==> config.mk <==
export PLATFORM = sky130hd
export DESIGN_NAME = preprocessor_token_lexer_flat
export DESIGN_NICKNAME = d
export VERILOG_FILES = /design/src/hdl/ptl_pkg.sv /design/src/hdl/ptl_ifs.sv /design/src/hdl/ptl_front.sv /design/src/hdl/ptl_fifo.sv /design/src/hdl/ptl_back.sv /design/src/hdl/preprocessor_token_lexer.sv /design/src/flat_wrapper.sv
export VERILOG_INCLUDE_DIRS = /design/src /design/src/hdl
export SDC_FILE = /design/constraint.sdc
export NUM_CORES = 1
export LEC_CHECK = 0
export BUFFER_PORTS_ARGS = -buffer_cell sky130_fd_sc_hd__buf_2
export CORE_MARGIN = 3
export CORE_UTILIZATION = 40
export DETAILED_ROUTE_END_ITERATION = 8
export PLACE_DENSITY = 0.55
export SKIP_CTS_REPAIR_TIMING = 1
export SLEW_MARGIN = 20
export SYNTH_ARGS = -nofsm -noshare
export SYNTH_HDL_FRONTEND = slang
export SYNTH_SLANG_ARGS = --single-unit
==> constraint.sdc <==
create_clock -name clk -period 7.7 [get_ports clk]
set_input_delay 1.54 -clock clk [delete_from_list [all_inputs] [get_ports clk]]
set_output_delay 1.54 -clock clk [all_outputs]
set_load 0.02 [all_outputs]
==> src/hdl/preprocessor_token_lexer_macros.svh <==
// ----------------------------------------------------------------------------
// Assertion macros for the preprocessor token lexer
// Concurrent checks that compile away when ASSERT_OFF is defined.
// ----------------------------------------------------------------------------
`ifndef PREPROCESSOR_TOKEN_LEXER_MACROS_SVH
`define PREPROCESSOR_TOKEN_LEXER_MACROS_SVH

`ifndef ASSERT_OFF
// Same-cycle implication, disabled while reset is asserted.
`define PTL_ASSERT_IMPLIES(label, clk, rst_n, ante, cons) \
    label: assert property (@(posedge clk) disable iff (!rst_n) (ante) |-> (cons)) \
        else $error("lexer assertion failed");
// Next-cycle implication, disabled while reset is asserted.
`define PTL_ASSERT_NEXT(label, clk, rst_n, ante, cons) \
    label: assert property (@(posedge clk) disable iff (!rst_n) (ante) |=> (cons)) \
        else $error("lexer assertion failed");
`else
`define PTL_ASSERT_IMPLIES(label, clk, rst_n, ante, cons)
`define PTL_ASSERT_NEXT(label, clk, rst_n, ante, cons)
`endif

`endif

==> src/hdl/ptl_pkg.sv <==
// ----------------------------------------------------------------------------
// Preprocessor token lexer package
// Character codes, token kinds and the types passed between the lexer parts.
// ----------------------------------------------------------------------------
`timescale 1ns / 1ps

package ptl_pkg;

    localparam logic [7:0] CH_HASH   = 8'h23;
    localparam logic [7:0] CH_DOT    = 8'h2E;
    localparam logic [7:0] CH_SLASH  = 8'h2F;
    localparam logic [7:0] CH_STAR   = 8'h2A;
    localparam logic [7:0] CH_SPACE  = 8'h20;
    localparam logic [7:0] CH_TAB    = 8'h09;
    localparam logic [7:0] CH_NL     = 8'h0A;
    localparam logic [7:0] CH_DQUOTE = 8'h22;
    localparam logic [7:0] CH_SQUOTE = 8'h27;
    localparam logic [7:0] CH_BSLASH = 8'h5C;

    localparam logic [2:0] KIND_IDENT  = 3'd0;
    localparam logic [2:0] KIND_STRING = 3'd1;
    localparam logic [2:0] KIND_OTHER  = 3'd2;
    localparam logic [2:0] KIND_BAD    = 3'd3;
    localparam logic [2:0] KIND_EOF    = 3'd4;

    // One result transaction without its last flag.
    typedef struct packed {
        logic [7:0] out_char;
        logic       appended;
        logic       token_end;
        logic [2:0] token_kind;
    } res_t;

    // All results caused by one input byte; count is 1 to 3.
    typedef struct packed {
        logic [1:0]      count;
        res_t [2:0]      res;
    } bundle_t;

    // Front status seen by the top level.
    typedef struct packed {
        logic finished;
        logic push;
    } front_sts_t;

endpackage

==> src/hdl/ptl_ifs.sv <==
// ----------------------------------------------------------------------------
// Lexer channel interfaces
// Valid/ready channels for source bytes and for token results.
// ----------------------------------------------------------------------------
`timescale 1ns / 1ps

interface ptl_byte_if;
    logic       valid;
    logic       ready;
    logic [7:0] ch;
    logic       end_of_file;

    modport source (output valid, output ch, output end_of_file, input ready);
    modport sink   (input valid, input ch, input end_of_file, output ready);
endinterface

interface ptl_tok_if;
    logic       valid;
    logic       ready;
    logic [7:0] out_char;
    logic       appended;
    logic       token_end;
    logic [2:0] token_kind;
    logic       last;

    modport source (output valid, output out_char, output appended, output token_end,
                    output token_kind, output last, input ready);
    modport sink   (input valid, input out_char, input appended, input token_end,
                    input token_kind, input last, output ready);
endinterface

==> src/hdl/ptl_front.sv <==
// ----------------------------------------------------------------------------
// Lexer front end
// Accepts source bytes, runs the lexing state machine and pushes the results
// of each byte as one bundle.
// ----------------------------------------------------------------------------
`timescale 1ns / 1ps

module ptl_front (
    input  logic                 clk,
    input  logic                 rst_n,
    ptl_byte_if.sink             src,
    input  logic                 full,
    output logic                 push,
    output ptl_pkg::bundle_t     push_data,
    output ptl_pkg::front_sts_t  sts
);
    import ptl_pkg::*;

    typedef enum logic [2:0] {
        MODE_START   = 3'd0,
        MODE_IDENT   = 3'd1,
        MODE_SQUOTE  = 3'd2,
        MODE_DQUOTE  = 3'd3,
        MODE_COMMENT = 3'd4,
        MODE_OTHER   = 3'd5
    } mode_t;

    mode_t      mode_reg, mode_next;
    logic [7:0] held_char_reg, held_char_next;
    logic       held_valid_reg, held_valid_next;
    logic       swallow_next_reg, swallow_next_next;
    logic       swallow_nl_reg, swallow_nl_next;
    logic       escape_reg, escape_next;
    logic       finished_reg, finished_next;

    logic       accept;
    logic [7:0] c;
    logic [7:0] p;
    logic       peek_ok;
    logic       restart;
    logic [1:0] cnt;
    res_t [2:0] res;

    function automatic logic is_letter(input logic [7:0] x);
        return ((x >= 8'h41) && (x <= 8'h5A)) || ((x >= 8'h61) && (x <= 8'h7A));
    endfunction

    function automatic res_t mk(input logic [7:0] x, input logic app,
                                input logic fin, input logic [2:0] kind);
        res_t r;
        r.out_char   = app ? x : 8'h00;
        r.appended   = app;
        r.token_end  = fin;
        r.token_kind = fin ? kind : KIND_IDENT;
        return r;
    endfunction

    assign src.ready = !full;
    assign accept    = src.valid && src.ready;

    always_comb
    begin
        mode_next         = mode_reg;
        held_char_next    = held_char_reg;
        held_valid_next   = held_valid_reg;
        swallow_next_next = swallow_next_reg;
        swallow_nl_next   = swallow_nl_reg;
        escape_next       = escape_reg;
        finished_next     = finished_reg;
        c       = held_char_reg;
        p       = src.ch;
        peek_ok = !src.end_of_file;
        restart = 1'b0;
        cnt     = 2'd0;
        res     = '0;

        if (accept && !finished_reg)
        begin
            if (held_valid_reg)
            begin
                held_valid_next = 1'b0;
                unique case (mode_reg)
                    MODE_IDENT:
                    begin
                        if (is_letter(c) || c == CH_DOT)
                        begin
                            res[cnt] = mk(c, 1'b1, 1'b0, KIND_IDENT);
                            cnt = cnt + 2'd1;
                        end
                        else
                        begin
                            res[cnt] = mk(c, 1'b0, 1'b1, KIND_IDENT);
                            cnt = cnt + 2'd1;
                            mode_next = MODE_START;
                            restart = 1'b1;
                        end
                    end
                    MODE_SQUOTE:
                    begin
                        if (c == CH_SQUOTE)
                        begin
                            res[cnt] = mk(c, 1'b1, 1'b1, KIND_STRING);
                            cnt = cnt + 2'd1;
                            mode_next = MODE_START;
                        end
                        else if (c == CH_BSLASH && peek_ok && p == CH_SQUOTE)
                        begin
                            res[cnt] = mk(c, 1'b1, 1'b0, KIND_IDENT);
                            cnt = cnt + 2'd1;
                            escape_next = 1'b1;
                        end
                        else if (c == CH_NL)
                        begin
                            res[cnt] = mk(c, 1'b0, 1'b1, KIND_BAD);
                            cnt = cnt + 2'd1;
                            mode_next = MODE_START;
                            swallow_next_next = 1'b1;
                        end
                        else
                        begin
                            res[cnt] = mk(c, 1'b1, 1'b0, KIND_IDENT);
                            cnt = cnt + 2'd1;
                        end
                    end
                    MODE_DQUOTE:
                    begin
                        if (c == CH_DQUOTE)
                        begin
                            res[cnt] = mk(c, 1'b1, 1'b1, KIND_STRING);
                            cnt = cnt + 2'd1;
                            mode_next = MODE_START;
                        end
                        else if (c == CH_BSLASH && peek_ok && p == CH_DQUOTE)
                        begin
                            swallow_next_next = 1'b1;
                        end
                        else if (c == CH_NL)
                        begin
                            res[cnt] = mk(c, 1'b1, 1'b1, KIND_BAD);
                            cnt = cnt + 2'd1;
                            mode_next = MODE_START;
                        end
                        else
                        begin
                            res[cnt] = mk(c, 1'b1, 1'b0, KIND_IDENT);
                            cnt = cnt + 2'd1;
                        end
                    end
                    MODE_COMMENT:
                    begin
                        if (c == CH_STAR && peek_ok && p == CH_SLASH)
                        begin
                            swallow_next_next = 1'b1;
                            swallow_nl_next   = 1'b1;
                            mode_next         = MODE_START;
                        end
                    end
                    MODE_OTHER:
                    begin
                        if (c == CH_SPACE || c == CH_NL)
                        begin
                            res[cnt] = mk(c, 1'b1, 1'b1, KIND_OTHER);
                            cnt = cnt + 2'd1;
                            mode_next = MODE_START;
                        end
                        else if (c == CH_SLASH && peek_ok && p == CH_STAR)
                        begin
                            swallow_next_next = 1'b1;
                            mode_next = MODE_COMMENT;
                        end
                        else
                        begin
                            res[cnt] = mk(c, 1'b1, 1'b0, KIND_IDENT);
                            cnt = cnt + 2'd1;
                        end
                    end
                    default:
                    begin
                        mode_next = MODE_START;
                        restart = 1'b1;
                    end
                endcase

                // Start-mode judgment, also for the byte that ended an identifier.
                if (restart)
                begin
                    if (c == CH_SPACE || c == CH_TAB)
                    begin
                        mode_next = MODE_START;
                    end
                    else if (c == CH_HASH || is_letter(c))
                    begin
                        res[cnt] = mk(c, 1'b1, 1'b0, KIND_IDENT);
                        cnt = cnt + 2'd1;
                        mode_next = MODE_IDENT;
                    end
                    else if (c == CH_SQUOTE)
                    begin
                        res[cnt] = mk(c, 1'b1, 1'b0, KIND_IDENT);
                        cnt = cnt + 2'd1;
                        mode_next = MODE_SQUOTE;
                    end
                    else if (c == CH_DQUOTE)
                    begin
                        res[cnt] = mk(c, 1'b1, 1'b0, KIND_IDENT);
                        cnt = cnt + 2'd1;
                        mode_next = MODE_DQUOTE;
                    end
                    else if (c == CH_SLASH && peek_ok && p == CH_STAR)
                    begin
                        swallow_next_next = 1'b1;
                        mode_next = MODE_COMMENT;
                    end
                    else if (c == CH_NL)
                    begin
                        res[cnt] = mk(c, 1'b1, 1'b0, KIND_IDENT);
                        cnt = cnt + 2'd1;
                    end
                    else
                    begin
                        res[cnt] = mk(c, 1'b1, 1'b0, KIND_IDENT);
                        cnt = cnt + 2'd1;
                        mode_next = MODE_OTHER;
                    end
                end
            end

            if (src.end_of_file)
            begin
                unique case (mode_next)
                    MODE_START: res[cnt] = mk(8'h00, 1'b0, 1'b1, KIND_EOF);
                    MODE_IDENT: res[cnt] = mk(8'h00, 1'b0, 1'b1, KIND_IDENT);
                    MODE_OTHER: res[cnt] = mk(8'h00, 1'b0, 1'b1, KIND_OTHER);
                    default:    res[cnt] = mk(8'h00, 1'b0, 1'b1, KIND_BAD);
                endcase
                cnt = cnt + 2'd1;
                mode_next         = MODE_START;
                swallow_next_next = 1'b0;
                swallow_nl_next   = 1'b0;
                escape_next       = 1'b0;
                held_char_next    = 8'h00;
                finished_next     = 1'b1;
            end
            else if (escape_next)
            begin
                escape_next = 1'b0;
                res[cnt] = mk(src.ch, 1'b1, 1'b0, KIND_IDENT);
                cnt = cnt + 2'd1;
            end
            else if (swallow_next_next)
            begin
                swallow_next_next = 1'b0;
            end
            else if (swallow_nl_next)
            begin
                swallow_nl_next = 1'b0;
                if (src.ch != CH_NL)
                begin
                    held_char_next  = src.ch;
                    held_valid_next = 1'b1;
                end
            end
            else
            begin
                held_char_next  = src.ch;
                held_valid_next = 1'b1;
            end
        end
    end

    assign push            = (cnt != 2'd0);
    assign push_data.count = cnt;
    assign push_data.res   = res;
    assign sts.finished    = finished_reg;
    assign sts.push        = push;

    always_ff @(posedge clk or negedge rst_n)
    begin
        if (!rst_n)
        begin
            mode_reg         <= MODE_START;
            held_char_reg    <= 8'h00;
            held_valid_reg   <= 1'b0;
            swallow_next_reg <= 1'b0;
            swallow_nl_reg   <= 1'b0;
            escape_reg       <= 1'b0;
            finished_reg     <= 1'b0;
        end
        else
        begin
            mode_reg         <= mode_next;
            held_char_reg    <= held_char_next;
            held_valid_reg   <= held_valid_next;
            swallow_next_reg <= swallow_next_next;
            swallow_nl_reg   <= swallow_nl_next;
            escape_reg       <= escape_next;
            finished_reg     <= finished_next;
        end
    end

endmodule

==> src/hdl/ptl_fifo.sv <==
// ----------------------------------------------------------------------------
// Lexer bundle queue
// Two-entry queue of result bundles between the front and back ends.
// ----------------------------------------------------------------------------
`timescale 1ns / 1ps

module ptl_fifo (
    input  logic              clk,
    input  logic              rst_n,
    input  logic              push,
    input  ptl_pkg::bundle_t  push_data,
    input  logic              pop,
    output ptl_pkg::bundle_t  pop_data,
    output logic              full,
    output logic              empty
);
    import ptl_pkg::*;

    bundle_t    mem_reg [2];
    logic       wr_ptr_reg;
    logic       rd_ptr_reg;
    logic [1:0] cnt_reg, cnt_next;

    assign full     = (cnt_reg == 2'd2);
    assign empty    = (cnt_reg == 2'd0);
    assign pop_data = mem_reg[rd_ptr_reg];

    always_comb
    begin
        cnt_next = cnt_reg;
        if (push && !pop)
        begin
            cnt_next = cnt_reg + 2'd1;
        end
        else if (pop && !push)
        begin
            cnt_next = cnt_reg - 2'd1;
        end
    end

    always_ff @(posedge clk)
    begin
        if (push)
        begin
            mem_reg[wr_ptr_reg] <= push_data;
        end
    end

    always_ff @(posedge clk or negedge rst_n)
    begin
        if (!rst_n)
        begin
            wr_ptr_reg <= 1'b0;
            rd_ptr_reg <= 1'b0;
            cnt_reg    <= 2'd0;
        end
        else
        begin
            if (push)
            begin
                wr_ptr_reg <= !wr_ptr_reg;
            end
            if (pop)
            begin
                rd_ptr_reg <= !rd_ptr_reg;
            end
            cnt_reg <= cnt_next;
        end
    end

endmodule

==> src/hdl/ptl_back.sv <==
// ----------------------------------------------------------------------------
// Lexer back end
// Takes bundles from the queue and sends their results one per cycle while tok.ready is high.
// ----------------------------------------------------------------------------
`timescale 1ns / 1ps

module ptl_back (
    input  logic              clk,
    input  logic              rst_n,
    input  logic              empty,
    input  ptl_pkg::bundle_t  pop_data,
    output logic              pop,
    ptl_tok_if.source         tok
);
    import ptl_pkg::*;

    bundle_t    cur_reg;
    logic [1:0] idx_reg;
    logic       busy_reg;
    logic       is_last;
    logic       fire;
    res_t       sel;

    assign is_last = (idx_reg == (cur_reg.count - 2'd1));
    assign fire    = busy_reg && tok.ready;
    assign pop     = !empty && (!busy_reg || (fire && is_last));
    assign sel     = cur_reg.res[idx_reg];

    assign tok.valid      = busy_reg;
    assign tok.out_char   = sel.out_char;
    assign tok.appended   = sel.appended;
    assign tok.token_end  = sel.token_end;
    assign tok.token_kind = sel.token_kind;
    assign tok.last       = is_last;

    always_ff @(posedge clk)
    begin
        if (pop)
        begin
            cur_reg <= pop_data;
        end
    end

    always_ff @(posedge clk or negedge rst_n)
    begin
        if (!rst_n)
        begin
            busy_reg <= 1'b0;
            idx_reg  <= 2'd0;
        end
        else if (pop)
        begin
            busy_reg <= 1'b1;
            idx_reg  <= 2'd0;
        end
        else if (fire)
        begin
            if (is_last)
            begin
                busy_reg <= 1'b0;
            end
            else
            begin
                idx_reg <= idx_reg + 2'd1;
            end
        end
    end

endmodule

==> src/hdl/preprocessor_token_lexer.sv <==
// ----------------------------------------------------------------------------
// Preprocessor token lexer
// Streaming lexer that turns source bytes into token text and token ends.
// ----------------------------------------------------------------------------
//  Channel   Dir   Payload                                          Handshake
//  src       in    ch[7:0], end_of_file                             valid/ready
//  tok       out   out_char[7:0], appended, token_end,              valid/ready
//                  token_kind[2:0], last
//
//  A byte is taken whenever the two-entry bundle queue has room.
//  Results leave one per cycle from the back end while tok is ready, and
//  a byte makes at most three results.
//  Reset is asynchronous and active low; no clearing pass follows it.
//  A stall on tok fills the queue and then drops src.ready; src stalls
//  leave the back end free to drain.
// ----------------------------------------------------------------------------
`timescale 1ns / 1ps
`include "preprocessor_token_lexer_macros.svh"

module preprocessor_token_lexer (
    input  logic    clk,
    input  logic    rst_n,
    ptl_byte_if.sink  src,
    ptl_tok_if.source tok
);
    import ptl_pkg::*;

    // The front end judges each held byte against the next one and builds the
    // whole set of results for that transaction at once.
    logic       push;
    bundle_t    push_data;
    logic       full;
    logic       empty;
    logic       pop;
    bundle_t    pop_data;
    front_sts_t sts;

    ptl_front u_front (
        .clk       (clk),
        .rst_n     (rst_n),
        .src       (src),
        .full      (full),
        .push      (push),
        .push_data (push_data),
        .sts       (sts)
    );

    // The queue lets the front take bytes while the back end is still
    // sending an earlier bundle.
    ptl_fifo u_fifo (
        .clk       (clk),
        .rst_n     (rst_n),
        .push      (push),
        .push_data (push_data),
        .pop       (pop),
        .pop_data  (pop_data),
        .full      (full),
        .empty     (empty)
    );

    // The back end serializes each bundle and flags its final result.
    ptl_back u_back (
        .clk      (clk),
        .rst_n    (rst_n),
        .empty    (empty),
        .pop_data (pop_data),
        .pop      (pop),
        .tok      (tok)
    );

    // Once the end of file has been handled, no further results are made.
    `PTL_ASSERT_IMPLIES(a_quiet_after_eof, clk, rst_n, sts.push, !sts.finished)
    // An accepted end-of-file transaction always finishes the lexer.
    `PTL_ASSERT_NEXT(a_eof_finishes, clk, rst_n,
        src.valid && src.ready && src.end_of_file, sts.finished)
    // A result that carries no token text has a zero character.
    `PTL_ASSERT_IMPLIES(a_clean_char, clk, rst_n,
        tok.valid && !tok.appended, tok.out_char == 8'h00)

endmodule
==> src/flat_wrapper.sv <==
// flat-port wrapper written by rule: the top's interface ports become plain ports
module preprocessor_token_lexer_flat import ptl_pkg::*;
  (clk, rst_n, src_valid, src_ch, src_end_of_file, src_ready, tok_valid, tok_out_char, tok_appended, tok_token_end, tok_token_kind, tok_last, tok_ready);
  ptl_byte_if src_i ();
  ptl_tok_if tok_i ();
  input  logic clk;
  input  logic rst_n;
  input wire logic [$bits(src_i.valid)-1:0] src_valid;
  input wire logic [$bits(src_i.ch)-1:0] src_ch;
  input wire logic [$bits(src_i.end_of_file)-1:0] src_end_of_file;
  output wire logic [$bits(src_i.ready)-1:0] src_ready;
  output wire logic [$bits(tok_i.valid)-1:0] tok_valid;
  output wire logic [$bits(tok_i.out_char)-1:0] tok_out_char;
  output wire logic [$bits(tok_i.appended)-1:0] tok_appended;
  output wire logic [$bits(tok_i.token_end)-1:0] tok_token_end;
  output wire logic [$bits(tok_i.token_kind)-1:0] tok_token_kind;
  output wire logic [$bits(tok_i.last)-1:0] tok_last;
  input wire logic [$bits(tok_i.ready)-1:0] tok_ready;
  assign src_i.valid = src_valid;
  assign src_i.ch = src_ch;
  assign src_i.end_of_file = src_end_of_file;
  assign src_ready = src_i.ready;
  assign tok_valid = tok_i.valid;
  assign tok_out_char = tok_i.out_char;
  assign tok_appended = tok_i.appended;
  assign tok_token_end = tok_i.token_end;
  assign tok_token_kind = tok_i.token_kind;
  assign tok_last = tok_i.last;
  assign tok_i.ready = tok_ready;
  preprocessor_token_lexer u_core (.clk(clk), .rst_n(rst_n), .src(src_i), .tok(tok_i));
endmodule
==> reports/metrics.yaml, run 1 <==
p_per_area_mw_per_mm2: 382
clk_latency_ns: 0.42
finalSetupTns_ns: 0
core.rowCount: 47
synth_ff_type: "edfxtp_1"
path_clk_slew_ns: 0.06
finalMaxSlewViolations: 0
numCtsBuffers: 17
routed_wl_microns: 14500
dp_hpwl_microns: 9810
crit_type: "input port to flip-flop"
slew_headroom_pct: 30.0
grt_max_degree: 44
dieWidth_microns: 137
fmax_ghz: 0.185
async_flop_share_pct: 15.2
rsz0062_at_grt: "no"
cp_max_fo: 41
synthCells: 537
synth_seq_cells: 145
ys_types: 71
grt.total_usage_pct: 16.7
clk_path_buf_depth: 2
synth_warnings: 0
grt-ovfl-total: 0
design.core.area_sq_mm: 0.0167
cts_sinks: 145
layout_common_cells: "123 x edfxtp_1, 54 x nand2_1, 41 x mux2_2, 31 x nor2_1, 28 x buf_2"
final_antenna_net_count: 0
fin_nets: 589
irDropWorstVdd_mv: 0.162
cp_cell_sequence: "buf_2 > nor2b_1 > nand4_1 > nor4_2 > inv_2 > ha_1 > inv_1 > nor2_1 > o211ai_1 > o221ai_2 > ha_1 > and2_1 > nand2b_1 > mux2i_2 > and2_2"
io_pins: 29
yosysSeqAreaShare_pct: 61.8
viasPerCell: 5.36
required_ns: 7.73
drc: 0
fin_crit_sh_pct: 70.3
diodes: 0
die_area_sq_mm: 0.0188
hold_path_class: "flip-flop to flip-flop"
htree_levels: 4
clock_skew_ns: 0.00962
start_util_pct: 41.1
status: "finished, final reports clean"
synth_area_sq_mm: 0.00687
postSynthAreaPerCell_sq_um: 12.8
dieHeight_microns: 137
cp_slowest_cell: "and2_2"
drive_above_1_share_pct: 21.4
routabilityCongestion: 0.919
max_cap_violations: 0
period_needed_ns: 5.42
max_stage_delay_ns: 0.89
cts_root_buffer: "clkbuf_16"
critPathArrivalTime_ns: 5.45
finalHoldViolCount: 0
syn2layout_area_growth_pct: 14.5
grt_pass1_vias: 4311
final_common_cell: "edfxtp_1"
vias: 4301
start_kind: "input port"
fillers: 1538
holdWs_ns: 0.473
routedWlPerCell_microns: 18.0
cts_tree: "yes"
worst_pin_slew_ns: 1.05
p_leak_nw: 2.90
crit_top_cell: "ha_1"
grt_pass1_wl_microns: 23700
crit_path_end_kind: "flip-flop"
finalSetupViolCount: 0
drtIter0Drc: 264
dr.pass1.iters: 5
largest_reg_flops: 82
antenna_found_initial: 0
synth-edff-count: 123
numPortBuffers: 28
[cell type report]
type | count | area (sq um) | share of cell area (%)
repair buffers | 34 | 198 | 2.51
inverters | 16 | 60.1 | 0.764
well taps | 220 | 275 | 3.50
clock inverters | 10 | 66.3 | 0.844
clock buffers | 22 | 539 | 6.86
flip-flops and latches | 145 | 4240 | 54.0
multi-input cells | 356 | 2480 | 31.5
[cells by family (layout without fill, tap and decap cells)]
kind of cell | count (synthesis) | in the layout | share of synthesized area (%)
AND/OR/NAND/NOR | 185 | 185 | 14.2
flip-flops | 145 | 145 | 61.8
AO/OA/AOI/OAI | 86 | 86 | 9.13
multiplexers | 64 | 64 | 10.1
buffers and inverters | 43 | 82 | 2.70
XOR/XNOR | 7 | 7 | 0.893
adder cells (fa/ha/maj) | 6 | 6 | 1.09
other | 1 | 8 | 0.0546
[power by group]
| group | total (W) | switching (W) | internal, W |
|---|---|---|---|
| logic | 0.000990 | 0.000600 | 0.000390 |
| clock network | 0.000811 | 0.000314 | 0.000497 |
| registers | 0.00120 | 0.000184 | 0.00102 |
| total | 0.00301 | 0.00110 | 0.00191 |
[worst max-delay path: cells and delay by family]
kind	cells	cell delay, ns
adder cells (fa/ha/maj)	2	0.63
multiplexers	1	0.25
AND/OR/NAND/NOR	7	2.31
buffers and inverters	3	0.36
AO/OA/AOI/OAI	2	0.34
[per-stage QoR]
stage / cell area (sq um) / utilization (%) / cells / setup slack, ns / power [W]
after global placement: 7240 / 43.3 / 770 / 1.75 / 0.00221
after global routing: 7860 / 47.1 / 803 / 1.82 / 0.00319
after floorplan: 6890 / - / 544 / 1.34 / 0.00193
after CTS: 7860 / 47.1 / 803 / 2.25 / 0.00303
after detailed placement: 7260 / 43.4 / 771 / 1.79 / 0.00222
final: 7860 / 47.1 / 803 / 2.28 / 0.00301
[final timing paths]
check	endpoint	startpoint	cells past startpoint	slack, ns
worst min-delay path	u_core.u_front.finished_reg	u_core.u_front.finished_reg	1	0.47
worst max register to register	u_core.u_fifo.mem_reg[1][10]	u_core.u_front.c[1]	14	2.91
worst max-delay path	u_core.u_fifo.mem_reg[1][10]	src_end_of_file	15	2.28
max in group asynchronous	u_core.u_front.c[4]	rst_n	1	6.23
worst min register to register	u_core.u_front.finished_reg	u_core.u_front.finished_reg	1	0.47
min in group asynchronous	u_core.u_fifo.cnt_reg[0]	rst_n	1	1.11
[synthesized netlist by cell type (all sizes together), types with 5 or more instances]
library cell	count	area share, %
nand2b	17	1.5
o22ai	5	0.46
and2	8	0.73
clkbuf	22	1.2
nand2	55	3.0
dfrtp	22	8.0
nor2	32	1.7
and3	14	1.3
nor2b	8	0.73
ha	6	1.1
mux2	41	6.7
o21ai	24	2.0
mux2i	23	3.4
nand3	13	0.95
buf	5	0.62
nor3	13	0.95
inv	16	0.87
a21oi	19	1.4
edfxtp	123	54
[layer usage]
layer	global-route usage, %	up-vias	part of all wire, %
met2	25.8	102	48
met4	6.71	0	2.1
met5	0	-	0
met3	3.75	22	3.9
met1	22.7	2112	46
li1	-	2065	-
Note: power is estimated with default switching activity, not from simulation.
==> run 2: changes to the inputs <==
- clock period: 7.7 -> 5.3 ns (I/O delays scaled with it)
==> run 2 against run 1 <==
  * Routed wire length about the same
  * Hold slack better by 0.0045 ns
  * Sequential power up 44%
  * Critical path type unchanged
  * Largest cell class unchanged
  * Largest power group unchanged
  * Highest routed layer unchanged
==> reports/metrics.yaml, run 2 (synthesis gave the netlist of run 1 again) <==
syn2layout_area_growth_pct: 14.1
rsz0062_at_grt: "no"
htree_levels: 4
rr_endpoint: "u_core.u_fifo.mem_reg[0][7]"
critical_path.top_delay_family: "simple AND/OR/NAND/NOR gates"
fmax_ghz: 0.225
met3_usage_pct: 3.68
grt.met2_usage_pct: 26.3
finalSetupTns_ns: 0
crit_type: "input port to flip-flop"
routabilityCongestion: 0.871
holdWs_ns: 0.478
final_common_cell: "edfxtp_1"
drc: 0
dp_hpwl_microns: 9590
hold_depth: 1
irDropWorstVdd_mv: 0.286
fillers: 1557
status: "finished, final reports clean"
viasPerCell: 5.20
p_per_area_mw_per_mm2: 546
drive_above_1_share_pct: 21.3
numPortBuffers: 28
p_sw_share_pct: 37.1
cts_tree: "yes"
required_ns: 5.39
slew_headroom_pct: 35.4
largest_reg_flops: 82
numCtsBuffers: 17
period_needed_ns: 4.45
routed_wl_microns: 14500
start_util_pct: 41.1
crit_path_end_kind: "flip-flop"
grt_max_degree: 44
critPathArrivalTime_ns: 4.54
cts_sinks: 145
cp_slowest_cell: "nor3_1"
rr_worst_depth: 15
dieHeight_microns: 137
p_leak_nw: 2.87
final_antenna_net_count: 0
max_stage_delay_ns: 0.49
worst_pin_slew_ns: 0.970
grt.total_usage_pct: 16.5
max_cap_violations: 0
start_kind: "input port"
cp_max_fo: 41
clk_path_buf_depth: 2
fin_crit_sh_pct: 83.9
antenna_found_initial: 0
diodes: 0
clk_latency_ns: 0.42
top_usage_layer: "met2"
hp-start: "u_core.u_front.finished_reg"
reg2reg_slack_ns: 1.01
dr.pass1.iters: 4
fin_util_pct: 46.9
grt-ovfl-total: 0
drtIter0Drc: 359
routedWlPerCell_microns: 17.9
die_area_sq_mm: 0.0188
setup.worst_path.start: "src_ch[4]"
design.core.area_sq_mm: 0.0167
cp_cell_sequence: "buf_2 > nor3_1 > nand4_1 > nor3_1 > a221oi_2 > ha_1 > inv_1 > nor2_1 > o211ai_1 > o221ai_2 > ha_1 > and2_1 > nand2b_1 > mux2i_2 > nor2b_4 > buf_12"
power.share.combinational_pct: 34.0
intPower_w: 0.00269
core.rowCount: 47
cts_root_buffer: "clkbuf_16"
path_clk_slew_ns: 0.06
whs_endpoint: "u_core.u_front.finished_reg"
dieWidth_microns: 137
power_frac_clock_pct: 25.5
grt_util_met1_pct: 22.7
seq_area_sq_mm: 0.00424
finalHoldViolCount: 0
power_switching_w: 0.00159
finalSetupViolCount: 0
finalMaxSlewViolations: 0
multi_input_area_sq_mm: 0.00248
reg2reg_from: "u_core.u_front.c[1]"
grt_pass1_wl_microns: 23600
hold_path_class: "flip-flop to flip-flop"
vias: 4195
io_pins: 29
grt_pass1_vias: 4209
seqPwrFrac_pct: 40.5
fin_nets: 592
layout_common_cells: "123 x edfxtp_1, 54 x nand2_1, 41 x mux2_2, 30 x nor2_1, 28 x buf_2"
clock_skew_ns: 0.0206
cp_num_buf_inv: 3
run 2: through the flow:
step                      total power, W  instance area, sq um  setup slack [ns]  std cells
after global placement           0.00321                  7290             0.507        774
after detailed placement         0.00323                  7290             0.439        774
after floorplan                  0.00280                  6890             0.185        544
final                            0.00428                  7840             0.852        806
after global routing             0.00456                  7840             0.549        806
after CTS                        0.00433                  7840             0.882        806
run 2: worst max-delay path by stage:
stage | endpoint | cells after the start
after floorplan | u_core.u_fifo.mem_reg[0][0] | 14
after global placement | u_core.u_fifo.mem_reg[0][18] | 16
after detailed placement | u_core.u_fifo.mem_reg[0][18] | 16
after CTS | u_core.u_fifo.mem_reg[0][7] | 16
after global routing | u_core.u_fifo.mem_reg[0][11] | 16
final | u_core.u_fifo.mem_reg[0][7] | 16
run 2: cell type report:
| type | instances | area share (%) |
|---|---|---|
| sequential | 145 | 54.2 |
| multi-input combinational | 356 | 31.7 |
| tap | 220 | 3.51 |
| timing repair buffer | 37 | 2.97 |
| clock buffer | 17 | 5.43 |
| clock inverter | 15 | 1.50 |
| inverter | 16 | 0.766 |
run 2: routing by layer:
layer	vias to the layer above	wire, microns
li1	2062	-
met1	2067	6940
met2	62	7050
met3	4	399
met4	0	70
met5	-	0
run 2: power groups by stage:
stage | sequential (W) | clock (W) | combinational, W
4_1_cts | 0.00174 | 0.00112 | 0.00147
2_1_floorplan | 0.00159 | 0 | 0.00121
5_1_grt | 0.00177 | 0.00117 | 0.00162
3_5_place_dp | 0.00176 | 0 | 0.00147
6_report | 0.00173 | 0.00109 | 0.00145
3_3_place_gp | 0.00175 | 0 | 0.00146
